$ cat src/rtl/orderbook_q_learning_trainer_assert.svh
// Assertion helpers for the order-book Q-learning trainer.
`ifndef ORDERBOOK_Q_LEARNING_TRAINER_ASSERT_SVH
`define ORDERBOOK_Q_LEARNING_TRAINER_ASSERT_SVH

// Property checked on every clock edge outside reset.
`define OBQLT_ASSERT(lbl, prop, msg) \
  lbl: assert property (@(posedge clk_i) disable iff (!rst_ni) (prop)) else $error(msg);

// Condition that must never be seen outside reset.
`define OBQLT_ASSERT_NEVER(lbl, cond, msg) \
  `OBQLT_ASSERT(lbl, !(cond), msg)

`endif

$ cat src/rtl/obqlt_pkg.sv
`default_nettype none

package obqlt_pkg;

  localparam int LOOKAHEAD_MAX_DEF = 16;
  localparam int QUEUE_DEPTH       = 2;
  localparam int N_ACTIONS         = 3;
  localparam int N_QENTRIES        = 18;
  localparam int QAW               = 5;

  // Spread scale 10000 bps * 65536 * 2 (sum is twice the mid price).
  localparam logic [30:0] SPREAD_SCALE = 31'd1310720000;
  // Wide test: diff * 10000 * 256 * 2 against Q8.8 threshold times sum.
  localparam logic [22:0] WIDE_SCALE   = 23'd5120000;

  localparam logic [1:0] ACT_1PCT  = 2'd0;
  localparam logic [1:0] ACT_5PCT  = 2'd1;
  localparam logic [1:0] ACT_10PCT = 2'd2;

  localparam logic [1:0] IMB_ASK  = 2'd0;
  localparam logic [1:0] IMB_BAL  = 2'd1;
  localparam logic [1:0] IMB_BID  = 2'd2;

  typedef enum logic [2:0] {
    CFG_SPREAD_THR = 3'd0,
    CFG_IMB_THR    = 3'd1,
    CFG_LEARN_RATE = 3'd2,
    CFG_DISCOUNT   = 3'd3,
    CFG_EXPLORE    = 3'd4,
    CFG_REW_LIMIT  = 3'd5,
    CFG_LOOK_CNT   = 3'd6
  } cfg_idx_e;

  typedef struct packed {
    logic [15:0] spread_thr;
    logic [15:0] imb_thr;
    logic [16:0] learn_rate;
    logic [16:0] discount;
    logic [16:0] explore_rate;
    logic [30:0] reward_limit;
    logic [4:0]  look_cnt;
  } cfg_t;

  // Classified tick handed from the front to the back.
  typedef struct packed {
    logic        ep;
    logic [32:0] sum;
    logic [31:0] spread;
    logic [2:0]  cls;
    logic [15:0] draw;
    logic [1:0]  ract;
  } tick_t;

  typedef struct packed {
    logic [32:0] sum;
    logic [31:0] spread;
    logic [2:0]  cls;
  } ring_t;

  function automatic logic [18:0] act_impact(input logic [1:0] a);
    logic [18:0] r;
    unique case (a)
      ACT_1PCT: r = 19'd32768;
      ACT_5PCT: r = 19'd163840;
      default:  r = 19'd327680;
    endcase
    return r;
  endfunction

  // 6553600 times the unfilled share in percent.
  function automatic logic [29:0] act_drift_scale(input logic [1:0] a);
    logic [29:0] r;
    unique case (a)
      ACT_1PCT: r = 30'd648806400;
      ACT_5PCT: r = 30'd622592000;
      default:  r = 30'd589824000;
    endcase
    return r;
  endfunction

  function automatic logic [QAW-1:0] q_addr(input logic [2:0] row, input logic [1:0] a);
    return QAW'(row) * QAW'(N_ACTIONS) + QAW'(a);
  endfunction

endpackage

`default_nettype wire

$ cat src/rtl/obqlt_fifo.sv
`default_nettype none

module obqlt_fifo import obqlt_pkg::*; (
  input  logic  clk_i,
  input  logic  rst_ni,
  input  logic  push_i,
  input  tick_t data_i,
  output logic  full_o,
  input  logic  pop_i,
  output logic  empty_o,
  output tick_t data_o
);

  localparam int PW = $clog2(QUEUE_DEPTH);
  localparam int CW = $clog2(QUEUE_DEPTH + 1);

  tick_t         buf_q [QUEUE_DEPTH];
  logic [PW-1:0] wr_q, rd_q;
  logic [CW-1:0] cnt_q;
  logic          do_push, do_pop;

  assign full_o  = cnt_q == CW'(QUEUE_DEPTH);
  assign empty_o = cnt_q == '0;
  assign do_push = push_i && !full_o;
  assign do_pop  = pop_i && !empty_o;
  assign data_o  = buf_q[rd_q];

  always_ff @(posedge clk_i or negedge rst_ni) begin
    if (!rst_ni) begin
      wr_q  <= '0;
      rd_q  <= '0;
      cnt_q <= '0;
    end else begin
      if (do_push) wr_q <= (32'(wr_q) == QUEUE_DEPTH - 1) ? '0 : wr_q + 1'b1;
      if (do_pop)  rd_q <= (32'(rd_q) == QUEUE_DEPTH - 1) ? '0 : rd_q + 1'b1;
      if (do_push && !do_pop) cnt_q <= cnt_q + 1'b1;
      else if (do_pop && !do_push) cnt_q <= cnt_q - 1'b1;
    end
  end

  always_ff @(posedge clk_i) begin
    if (do_push) buf_q[wr_q] <= data_i;
  end

endmodule

`default_nettype wire

$ cat config.mk
export PLATFORM = sky130hd
export DESIGN_NAME = obqlt_fifo
export DESIGN_NICKNAME = d
export VERILOG_FILES = /design/src/rtl/orderbook_q_learning_trainer_assert.svh /design/src/rtl/obqlt_pkg.sv /design/src/rtl/obqlt_fifo.sv
export SDC_FILE = /design/constraint.sdc
export NUM_CORES = 1
export LEC_CHECK = 0
export BUFFER_PORTS_ARGS = -buffer_cell sky130_fd_sc_hd__buf_2
export CAP_MARGIN = 20
export CORE_ASPECT_RATIO = 1.1
export CORE_MARGIN = 10
export CORE_UTILIZATION = 40
export CTS_CLUSTER_SIZE = 16
export DETAILED_ROUTE_END_ITERATION = 8
export HOLD_SLACK_MARGIN = 0.12
export SETUP_SLACK_MARGIN = 0.5
export SYNTH_ARGS = -nofsm -noshare
export SYNTH_HDL_FRONTEND = slang
export SYNTH_SLANG_ARGS = --single-unit
$ cat constraint.sdc
create_clock -name clk_i -period 13.2 [get_ports clk_i]
set_clock_uncertainty 0.15 [all_clocks]
set_input_delay 3.96 -clock clk_i [delete_from_list [all_inputs] [get_ports clk_i]]
set_output_delay 3.96 -clock clk_i [all_outputs]
set_load 0.02 [all_outputs]
==> impl_metrics.tcl <==
set metrics [dict create \
    status "finished clean" \
    grt_pass1_vias 3752 \
    synthTopCellsByCount "174 x edfxtp_1, 67 x mux2_2, 20 x mux2_4, 6 x buf_2" \
    clock-sinks 178 \
    drc 0 \
    cell_internal_pwr_mw 1.28 \
    ctsLongestPathBuffers 2 \
    worstMarginPinSlew_ns 0.876 \
    fin_nets 574 \
    htreeDepth 4 \
    synthCells 290 \
    synth_top_cell_by_area "edfxtp_1" \
    reg2reg_slack_ns 10.82 \
    synth.area.top_cells "edfxtp_1 80%, mux2_2 12%, mux2_4 4.6%, dfrtp_1 1.5%, buf_6 0.69%" \
    clock.fmax_mhz 150 \
    switching_share 0.326 \
    ys_seq_area_frac 0.813 \
    power.density_mw_per_mm2 231 \
    syn-num-nets 382 \
    die_h_um 154 \
    synth_cell_type_count 15 \
    crit_fanout 60 \
    comb_power_share 0.330 \
    synth_top_area_frac 0.798 \
    yosysMostFrequentCell "edfxtp_1" \
    drv_slew 0 \
    cap_viol_max_count 0 \
    syn-mean-instance-area_um2 22.6 \
    clockRootBuffer "clkbuf_16" \
    layout.cells.non_filler 699 \
    synth_mux_area_frac 0.161 \
    design.core.area_mm2 0.0162 \
    ir_drop_mv 0.127 \
    io_buffers 179 \
    fin_crit_ns 6.67 \
    synth-edff-count 174 \
    drtPass1Iterations 4 \
    yosys_most_used_dff "edfxtp_1" \
    rsz0062_at_grt "false" \
    yosys_warnings 0 \
    core.rowCount 49 \
    totalWireLength_um 13100 \
    io_pins 180 \
    groute.usage.overall 0.119 \
    p_switching_mw 0.618 \
    numCtsBuffers 17 \
    hold_class "flip-flop to flip-flop" \
    avgRoutedWirePerCell_um 18.7 \
    synth_top_family_by_area "multiplexers" \
    timing.rr.start "cnt_q[0]" \
    finalSetupViolations 0 \
    grt_util_met1 0.130 \
    postCtsHoldBufs 0 \
    yosys.area_share.simple 0.00420 \
    crit_type "flip-flop to output port" \
    synthArstFlopShare 0.0225 \
    seqPwrFrac 0.433 \
    busiest_layer "met2" \
    endpoint_kind "output port" \
    fin_util 0.506 \
    die_area_mm2 0.0219 \
    place.detailed.hpwl_um 9010 \
    p_leak_nw 3.12 \
    drt_iter0_markers 152 \
    grt_pass1_wl_um 19900 \
    drive_gt1_frac 0.603 \
    initial_core_util 0.403 \
    die_w_um 142 \
    placed_cells 667 \
    hold_end "cnt_q[1]" \
    postCtsSetupBuffers 0 \
    gp_congestion 0.687 \
    worstPathArrival_ns 2.56 \
    vias 3255 \
    maxSlewHeadroom 0.416 \
    ant_nets 0 \
    grt_use_met2 0.193 \
    synth_area_mm2 0.00655 \
    grt_max_degree 61 \
    rr_endpoint "buf_q[1][48]" \
    finalHoldViolCount 0 \
    crit_path_start_kind "flip-flop" \
    cts.reportedPaths.clkPinSlew_ns 0.06 \
    cts_tree "yes" \
    cts_resized 0 \
    reg2regPathDepth 3 \
    tns_ns 0 \
    clockPowerShare 0.237 \
    antenna_found_initial 2 \
    grt_use_met3 0.0588 \
    vias_per_cell 4.66 \
    area_growth_pct 25.4 \
    gr-total-overflow 0 \
    whs_path_depth 1 \
    fin_crit_sh 0.505 \
    min-delay-start "cnt_q[1]" \
    synthXorXnorAreaFrac 0.00668 \
    synth-seq-cells 178 \
    synth_compound_area_frac 0.000764 \
    insertion_delay_ns 0.41 \
    yosys.area_share.adder 0.00191 \
    cp.required_ns 9.09 \
]
per-layer routing:
metal	vias to the layer above	part of all wire
li1	1532	-
met2	120	0.49
met1	1584	0.40
met3	17	0.097
met5	-	0.00084
met4	2	0.015
cell usage in the layout (no fill, tap or decap), types with 3 or more instances in the layout:
cell type   instances
buf_2             179
edfxtp_1          174
mux2_2             67
mux2_4             20
clkbuf_16          17
clkinvlp_4          5
clkinv_1            5
xnor2_1             3
dfrtp_1             3
buf_4               3
stage by stage:
stage | area [µm²] | worst slack [ns] | hold slack [ns] | power (mW)
floorplan | 6550 | 4.84 | 0.311 | 1.28
global placement | 7670 | 6.83 | 0.357 | 1.47
detailed placement | 7690 | 6.92 | 0.369 | 1.48
CTS | 8210 | 6.46 | 0.382 | 1.94
global route | 8210 | 6.36 | 0.408 | 2.00
finish | 8210 | 6.53 | 0.379 | 1.90
layout make-up:
cell class | instances | area (µm²)
Antenna cell | 1 | 2.50
Clock buffer | 18 | 429
Clock inverter | 13 | 96.3
Fill cell | 1355 | 8030
Inverter | 2 | 7.51
Multi-Input combinational cell | 100 | 1160
Sequential cell | 178 | 5330
Tap cell | 204 | 255
Timing Repair Buffer | 183 | 938
worst max-delay path, stage by stage, from the launching register on:
cell and delay (ns):
dfrtp_4 0.71, buf_4 0.79, mux2_2 0.44, buf_2 0.17
worst max-delay path by stage:
stage	start	end	slack (ns)	depth (start not counted)
after floorplan	push_i	buf_q[0][0]	4.84	2
after global placement	push_i	buf_q[0][39]	6.83	4
after detailed placement	rd_q	data_o[83]	6.92	3
after CTS	rd_q	data_o[63]	6.46	3
after global routing	rd_q	data_o[63]	6.36	3
final	rd_q	data_o[63]	6.53	3
state kept, by name, summed over array words and instances (netlist names):
register  count
buf_q       174
cnt_q         2
rd_q          1
wr_q          1
kinds of logic (layout without fill, tap and decap cells):
group	after synthesis	in the layout
AOI/OAI and AO/OA	1	1
xor gates and xnor gates	5	5
adders and majority gates	1	1
buffers and inverters	12	216
DFF	178	178
muxes	87	87
other	0	1
and+or+nand+nor	6	6
power groups by stage:
| stage | clock, mW | sequential (mW) | combinational [mW] |
|---|---|---|---|
| finish | 0.450 | 0.823 | 0.626 |
| floorplan | 0 | 0.820 | 0.464 |
| global placement | 0 | 0.831 | 0.636 |
| detailed placement | 0 | 0.837 | 0.645 |
| CTS | 0.465 | 0.826 | 0.646 |
| global route | 0.486 | 0.839 | 0.674 |
(Power assumes the default switching activity.)
