<file path="config.mk">
export PLATFORM = sky130hd
export DESIGN_NAME = obqlt_front
export DESIGN_NICKNAME = d
export VERILOG_FILES = /design/src/rtl/orderbook_q_learning_trainer_assert.svh /design/src/rtl/obqlt_pkg.sv /design/src/rtl/obqlt_div.sv /design/src/rtl/obqlt_front.sv
export SDC_FILE = /design/constraint.sdc
export NUM_CORES = 2
export LEC_CHECK = 0
export BUFFER_PORTS_ARGS = -buffer_cell sky130_fd_sc_hd__buf_2
export CORE_ASPECT_RATIO = 0.7
export CORE_UTILIZATION = 55
export CTS_CLUSTER_SIZE = 24
export DETAILED_ROUTE_END_ITERATION = 10
export GPL_TIMING_DRIVEN = 0
export PLACE_DENSITY = 0.82
export SETUP_SLACK_MARGIN = 0.1
export SLEW_MARGIN = 20
export SYNTH_ARGS = -nofsm -noshare
export SYNTH_HDL_FRONTEND = slang
export SYNTH_SLANG_ARGS = --single-unit
</file>
<file path="constraint.sdc">
create_clock -name clk_i -period 45.9 [get_ports clk_i]
set_input_delay 2.295 -clock clk_i [delete_from_list [all_inputs] [get_ports clk_i]]
set_output_delay 2.295 -clock clk_i [all_outputs]
set_load 0.05 [all_outputs]
</file>
<file path="src/rtl/orderbook_q_learning_trainer_assert.svh">
// Assertion helpers for the order-book Q-learning trainer.
`ifndef ORDERBOOK_Q_LEARNING_TRAINER_ASSERT_SVH
`define ORDERBOOK_Q_LEARNING_TRAINER_ASSERT_SVH

// Property checked on every clock edge outside reset.
`define OBQLT_ASSERT(lbl, prop, msg) \
  lbl: assert property (@(posedge clk_i) disable iff (!rst_ni) (prop)) else $error(msg);

// Condition that must never be seen outside reset.
`define OBQLT_ASSERT_NEVER(lbl, cond, msg) \
  `OBQLT_ASSERT(lbl, !(cond), msg)

`endif

</file>
<file path="src/rtl/obqlt_pkg.sv">
`default_nettype none

package obqlt_pkg;

  localparam int LOOKAHEAD_MAX_DEF = 16;
  localparam int QUEUE_DEPTH       = 2;
  localparam int N_ACTIONS         = 3;
  localparam int N_QENTRIES        = 18;
  localparam int QAW               = 5;

  // Spread scale 10000 bps * 65536 * 2 (sum is twice the mid price).
  localparam logic [30:0] SPREAD_SCALE = 31'd1310720000;
  // Wide test: diff * 10000 * 256 * 2 against Q8.8 threshold times sum.
  localparam logic [22:0] WIDE_SCALE   = 23'd5120000;

  localparam logic [1:0] ACT_1PCT  = 2'd0;
  localparam logic [1:0] ACT_5PCT  = 2'd1;
  localparam logic [1:0] ACT_10PCT = 2'd2;

  localparam logic [1:0] IMB_ASK  = 2'd0;
  localparam logic [1:0] IMB_BAL  = 2'd1;
  localparam logic [1:0] IMB_BID  = 2'd2;

  typedef enum logic [2:0] {
    CFG_SPREAD_THR = 3'd0,
    CFG_IMB_THR    = 3'd1,
    CFG_LEARN_RATE = 3'd2,
    CFG_DISCOUNT   = 3'd3,
    CFG_EXPLORE    = 3'd4,
    CFG_REW_LIMIT  = 3'd5,
    CFG_LOOK_CNT   = 3'd6
  } cfg_idx_e;

  typedef struct packed {
    logic [15:0] spread_thr;
    logic [15:0] imb_thr;
    logic [16:0] learn_rate;
    logic [16:0] discount;
    logic [16:0] explore_rate;
    logic [30:0] reward_limit;
    logic [4:0]  look_cnt;
  } cfg_t;

  // Classified tick handed from the front to the back.
  typedef struct packed {
    logic        ep;
    logic [32:0] sum;
    logic [31:0] spread;
    logic [2:0]  cls;
    logic [15:0] draw;
    logic [1:0]  ract;
  } tick_t;

  typedef struct packed {
    logic [32:0] sum;
    logic [31:0] spread;
    logic [2:0]  cls;
  } ring_t;

  function automatic logic [18:0] act_impact(input logic [1:0] a);
    logic [18:0] r;
    unique case (a)
      ACT_1PCT: r = 19'd32768;
      ACT_5PCT: r = 19'd163840;
      default:  r = 19'd327680;
    endcase
    return r;
  endfunction

  // 6553600 times the unfilled share in percent.
  function automatic logic [29:0] act_drift_scale(input logic [1:0] a);
    logic [29:0] r;
    unique case (a)
      ACT_1PCT: r = 30'd648806400;
      ACT_5PCT: r = 30'd622592000;
      default:  r = 30'd589824000;
    endcase
    return r;
  endfunction

  function automatic logic [QAW-1:0] q_addr(input logic [2:0] row, input logic [1:0] a);
    return QAW'(row) * QAW'(N_ACTIONS) + QAW'(a);
  endfunction

endpackage

`default_nettype wire

</file>
<file path="src/rtl/obqlt_div.sv">
`default_nettype none

module obqlt_div #(
  parameter int NumW = 64,
  parameter int DenW = 33
) (
  input  logic            clk_i,
  input  logic            rst_ni,
  input  logic            start_i,
  input  logic [NumW-1:0] num_i,
  input  logic [DenW-1:0] den_i,
  output logic            busy_o,
  output logic            done_o,
  output logic [NumW-1:0] quot_o
);

  localparam int CW = $clog2(NumW);

  logic            busy_q, done_q;
  logic [CW-1:0]   cnt_q;
  logic [NumW-1:0] sh_q;
  logic [DenW-1:0] rem_q, den_q;
  logic [DenW:0]   trial;
  logic            ge;

  assign trial = {rem_q, sh_q[NumW-1]};
  assign ge    = trial >= {1'b0, den_q};

  always_ff @(posedge clk_i or negedge rst_ni) begin
    if (!rst_ni) begin
      busy_q <= 1'b0;
      done_q <= 1'b0;
      cnt_q  <= '0;
    end else begin
      done_q <= 1'b0;
      if (start_i && !busy_q) begin
        busy_q <= 1'b1;
        cnt_q  <= CW'(NumW - 1);
      end else if (busy_q) begin
        cnt_q <= cnt_q - 1'b1;
        if (cnt_q == '0) begin
          busy_q <= 1'b0;
          done_q <= 1'b1;
        end
      end
    end
  end

  // one quotient bit per cycle, restoring
  always_ff @(posedge clk_i) begin
    if (start_i && !busy_q) begin
      sh_q  <= num_i;
      den_q <= den_i;
      rem_q <= '0;
    end else if (busy_q) begin
      sh_q  <= {sh_q[NumW-2:0], ge};
      rem_q <= ge ? DenW'(trial - {1'b0, den_q}) : DenW'(trial);
    end
  end

  assign busy_o = busy_q;
  assign done_o = done_q;
  assign quot_o = sh_q;

endmodule

`default_nettype wire

</file>
<file path="src/rtl/obqlt_front.sv">
`default_nettype none

module obqlt_front import obqlt_pkg::*; (
  input  logic        clk_i,
  input  logic        rst_ni,
  input  cfg_t        cfg_i,
  input  logic        in_valid_i,
  output logic        in_ready_o,
  input  logic        episode_start_i,
  input  logic [31:0] bid_price_i,
  input  logic [31:0] ask_price_i,
  input  logic [31:0] bid_volume_i,
  input  logic [31:0] ask_volume_i,
  input  logic [15:0] explore_draw_i,
  input  logic [1:0]  random_action_i,
  output logic        push_o,
  output tick_t       push_data_o,
  input  logic        full_i
);

  typedef enum logic [4:0] {
    F_IDLE = 5'b00001,
    F_MUL  = 5'b00010,
    F_CMP  = 5'b00100,
    F_DIV  = 5'b01000,
    F_PUSH = 5'b10000
  } fstate_e;

  fstate_e st_q;

  logic               ep_q;
  logic [31:0]        bid_q, ask_q, bv_q, av_q;
  logic [15:0]        draw_q;
  logic [1:0]         ract_q;
  logic [32:0]        sum_q;
  logic [63:0]        spn_q;
  logic [54:0]        wl_q;
  logic [48:0]        wr_q;
  logic signed [49:0] inum_q, ilim_q;
  logic [2:0]         cls_q;
  logic [31:0]        spread_q;

  logic [32:0]        sum_c, tot_c;
  logic [31:0]        diff_c;
  logic signed [33:0] dv_c;
  logic               wide_c;
  logic [1:0]         imb_c;

  logic               div_start, div_busy, div_done;
  logic [63:0]        div_quot;

  assign sum_c  = {1'b0, bid_q} + {1'b0, ask_q};
  assign tot_c  = {1'b0, bv_q} + {1'b0, av_q};
  assign diff_c = (ask_q > bid_q) ? ask_q - bid_q : '0;
  assign dv_c   = $signed({2'b00, bv_q}) - $signed({2'b00, av_q});

  assign wide_c = (sum_q != '0) && (wl_q > 55'(wr_q));

  always_comb begin
    priority if (inum_q > ilim_q) imb_c = IMB_BID;
    else if (inum_q < -ilim_q)    imb_c = IMB_ASK;
    else                          imb_c = IMB_BAL;
  end

  assign in_ready_o = st_q == F_IDLE;
  assign div_start  = (st_q == F_CMP) && (sum_q != '0);
  assign push_o     = st_q == F_PUSH;

  assign push_data_o = '{ep: ep_q, sum: sum_q, spread: spread_q, cls: cls_q,
                         draw: draw_q, ract: ract_q};

  obqlt_div #(.NumW(64), .DenW(33)) u_div (
    .clk_i   (clk_i),
    .rst_ni  (rst_ni),
    .start_i (div_start),
    .num_i   (spn_q),
    .den_i   (sum_q),
    .busy_o  (div_busy),
    .done_o  (div_done),
    .quot_o  (div_quot)
  );

  always_ff @(posedge clk_i or negedge rst_ni) begin
    if (!rst_ni) begin
      st_q <= F_IDLE;
    end else begin
      unique case (st_q)
        F_IDLE: if (in_valid_i) st_q <= F_MUL;
        F_MUL:  st_q <= F_CMP;
        F_CMP:  st_q <= (sum_q != '0) ? F_DIV : F_PUSH;
        F_DIV:  if (div_done && !div_busy) st_q <= F_PUSH;
        F_PUSH: if (!full_i) st_q <= F_IDLE;
        default: st_q <= F_IDLE;
      endcase
    end
  end

  always_ff @(posedge clk_i) begin
    if (st_q == F_IDLE && in_valid_i) begin
      ep_q   <= episode_start_i;
      bid_q  <= bid_price_i;
      ask_q  <= ask_price_i;
      bv_q   <= bid_volume_i;
      av_q   <= ask_volume_i;
      draw_q <= explore_draw_i;
      ract_q <= random_action_i;
    end
    if (st_q == F_MUL) begin
      sum_q  <= sum_c;
      spn_q  <= 64'(diff_c) * 64'(SPREAD_SCALE);
      wl_q   <= 55'(diff_c) * 55'(WIDE_SCALE);
      wr_q   <= 49'(cfg_i.spread_thr) * 49'(sum_c);
      inum_q <= 50'(dv_c) <<< 15;
      ilim_q <= $signed({1'b0, 49'(cfg_i.imb_thr) * 49'(tot_c)});
    end
    if (st_q == F_CMP) begin
      cls_q    <= wide_c ? 3'(imb_c) + 3'd3 : 3'(imb_c);
      spread_q <= '0;
    end
    if (st_q == F_DIV && div_done) spread_q <= div_quot[31:0];
  end

endmodule

`default_nettype wire

</file>
==> out/summary.md <==
- **maximum clock frequency** 0.0853 GHz
- **unrepaired setup endpoints after global routing** no
- **share of synthesized cell area in and, or, nand and nor gates** 0.147
- **warning count from the yosys run** 0
- **CTS H-tree depth** 2
- **uppermost layer routed** met5
- **antenna violations before repair** 10
- **core box area** 124000 sq um
- **port buffer count** 250
- **DR vias** 55100
- **fraction of final layout cells with drive strength greater than 1** 0.0717
- **post-CTS setup-driven buffer insertion count** 0
- **number of global-route vias before repair** 55100
- **prevailing post-synth register cell** edfxtp_1
- **relative max-transition margin** 0.196
- **CP startpoint kind** register
- **final setup violating endpoints** 0
- **routed wire length on met2** 86300 um
- **Setup TNS** 0 ps
- **number of iterations in the first detailed-routing pass** 9
- **Data required, critical path** 46300 ps
- **post-synthesis mux area share** 0.0165
- **total routed wirelength** 214000 um
- **instance count of the mapped netlist** 7265
- **average instance area after synthesis** 9.51 sq um
- **drt wl/cell** 22.9 um
- **total congestion overflow after global routing** 0
- **top cell types by occurrence after synthesis** inv_1, fa_1, nand2_1
- **Mapped Nets** 9114
- **wire length of the first global-routing pass** 325000 um
- **initial DRC count** 6401
- **total I/O pin count** 359
- **number of storage elements in the synthesis netlist** 531
- **number of gates resized after CTS** 0
- **DPL Wire Length** 175000 um
- **RR Endpoint** ilim_q[48]$_DFFE_PP_
- **most frequent CP cell** fa_1
- **count leader, synth** inv_1
- **count of nets after finishing** 9457
- **Post-Synth XOR/XNOR Area** 0.0346
- **Post-Synth Adder-Cell Area** 0.389
- **register-to-register setup slack** 34180 ps
- **CTS Hold Bufs** 0
- **number of placed instances with taps included** 9198
- **fin cells** 9320
- **WS Path Type** reg -> reg
- **CP arrival** 12130 ps
- **HP Start** u_div.rem_q[12]$_SDFFE_PP0P_
- **count of final hold-check violations** 0
- **CP max FO** 8
- **most area-consuming cells after synthesis** fa_1, edfxtp_1, ha_1
- **status** complete, no violations
- **Final Max Tran Viols** 0
- **Max Cap Violations** 0
- **final critical path time including I/O delays and setup** 11720 ps
- **Distinct cells, synth** 93
- **Met3 Routed Length** 30900 um
- **Placer Congestion** 1.05
- **All-Layer GR Usage** 0.338
- **depth of the worst hold-timing path** 2
- **cell type contributing the most total cell area after synthesis** fa_1
- **largest family of logic cells by synthesized area** adder cells
- **number of cells on the worst reg-to-reg path** 30
- **number of rows created at floorplan** 108
- **Compound-Gate Fraction of Synth Area** 0.0949
- **post-route DRC violation count** 0
- **Critical Path Max Stage Delay** 970 ps
- **Vias per Instance** 5.91
- **Worst Setup End Kind** register
- **effective utilization at floorplan** 0.556
- **setup skew after layout** 52.9 ps
- **post-route fraction of the period consumed by the critical path** 0.255
- **class of the tightest hold or removal check** reg -> reg
- **y dimension of the die** 299 um
- **number of synthesized flops with an enable pin** 485
- **worst-case clock buffer depth** 3
- **number of fillers in the final layout** 10100
- **worst path bufs/invs** 4
- **DIE AREA** 127000 sq um
- **CP delay by family, top** compound AO/OA/AOI/OAI gates
- **start of the worst register-to-register path** bv_q[15]$_DFFE_PP_
- **Worst Max-Slew Pin Slew** 1200 ps
- **clock insertion delay at the later pin of the skew report** 710 ps
- **CTS tree** yes
- **pin count of the biggest net entering global routing** 58
- **worst-path cell with the longest stage delay** a21oi_1
- **cell area after technology mapping** 69100 sq um
- **growth of design area from synthesis to finish** 8.72%
- **endpoint of the worst hold path** u_div.rem_q[12]$_SDFFE_PP0P_
- **DIE WIDTH** 426 um
- **async set or reset register ratio after synthesis** 0.0245
- **routed metal-1 wire length** 87600 um
- **Synth top area share** 0.276
- **worst setup path startpoint** bv_q[15]$_DFFE_PP_
- **CTS sink cnt** 531
- **post-route ant nets** 0
- **clk root buf** clkbuf_16
- **TritonCTS buffer count** 58
- **clock-pin slew reported for the worst setup and hold paths after clock tree synthesis** 70 ps
- **sequential fraction of the synthesis area** 0.225
[final cells by class]
type	count	area (sq um)	area share
Multi-Input combinational cell	5052	47500	0.633
Sequential cell	531	15600	0.207
Inverter	1355	5090	0.0677
Tap cell	1650	2060	0.0275
Timing Repair Buffer	283	1620	0.0215
Clock buffer	69	1500	0.0200
Buffer	327	1290	0.0171
Clock inverter	40	440	0.00586
Antenna cell	13	32.5	0.000433
[kinds of logic after synthesis]
logic type | after synthesis
buf+inv | 1682
mux | 105
compound gates | 1011
flops | 531
fa+ha+maj | 1579
simple gates | 2084
xor+xnor | 273
[layer usage]
layer,track usage,vias to the layer above
li1,-,24100
met1,0.488,27200
met2,0.467,3266
met3,0.122,499
met4,0.118,8
met5,0,-
[placed cells by master, fill, tap and decap left out, drive strengths merged, types with 18 or more instances in the layout]
cell type,netlist,routed
a211oi,52,52
a21o,149,149
a21oi,302,302
a31oi,36,36
and2,349,349
and3,58,58
buf,25,308
clkbuf,302,371
clkinv,3,18
dfxtp,33,33
edfxtp,485,485
fa,952,952
ha,627,627
inv,1352,1364
mux2,70,70
mux2i,35,35
nand2,870,870
nand2b,69,69
nand3,98,98
nand3b,19,19
nand4,47,47
nor2,260,260
nor2b,97,97
nor3,86,86
nor4,36,36
o211ai,40,40
o21a,32,32
o21ai,189,189
o21bai,55,55
or3,20,20
xnor2,204,204
xor2,69,69
[sequential cells by signal (all words and copies together), names as in the netlist, 2 cells and up]
| signal | flops |
|---|---|
| ract_q | 2 |
| u_div.cnt_q | 6 |
| bv_q | 32 |
| u_div.den_q | 33 |
| draw_q | 16 |
| spn_q | 42 |
| ask_q | 32 |
| sum_q | 33 |
| st_q | 5 |
| inum_q | 33 |
| av_q | 32 |
| cls_q | 3 |
| spread_q | 32 |
| wr_q | 49 |
| bid_q | 32 |
| u_div.rem_q | 33 |
| ilim_q | 49 |
| u_div.quot_o | 64 |
[how the worst max path moves through the flow]
stage	to	slack (ps)	cells after the start
after CTS	ilim_q[48]$_DFFE_PP_	34400	32
after detailed placement	ilim_q[48]$_DFFE_PP_	34490	32
after global routing	ilim_q[48]$_DFFE_PP_	33800	30
after global placement	st_q[0]$_DFFE_PN1P_	21510	3
final	ilim_q[48]$_DFFE_PP_	34180	30
after floorplan	ilim_q[0]$_DFFE_PP_	29110	2
[worst register-to-register path, delay by kind of cell, from the launching register on]
kind,cells,cell delay (ps)
and+or+nand+nor,5,910
AOI/OAI and AO/OA,13,5750
buffers and inverters,4,400
adders and majority gates,8,3980
DFF,1,410
[metrics by stage]
stage / hold WS (ps) / setup WS [ps] / util / cell area [sq um]
6_report: 483 / 34180 / 0.604 / 75100
5_1_grt: 501 / 33800 / 0.604 / 75100
3_5_place_dp: 479 / 34490 / 0.588 / 73100
3_3_place_gp: 457 / 21510 / 0.582 / 72400
2_1_floorplan: 445 / 29110 / - / 69100
4_1_cts: 489 / 34400 / 0.603 / 75000
Power is left out: the tool's default activity adds up to more than one toggle a clock period on the data nets, which glitch-free logic cannot reach.
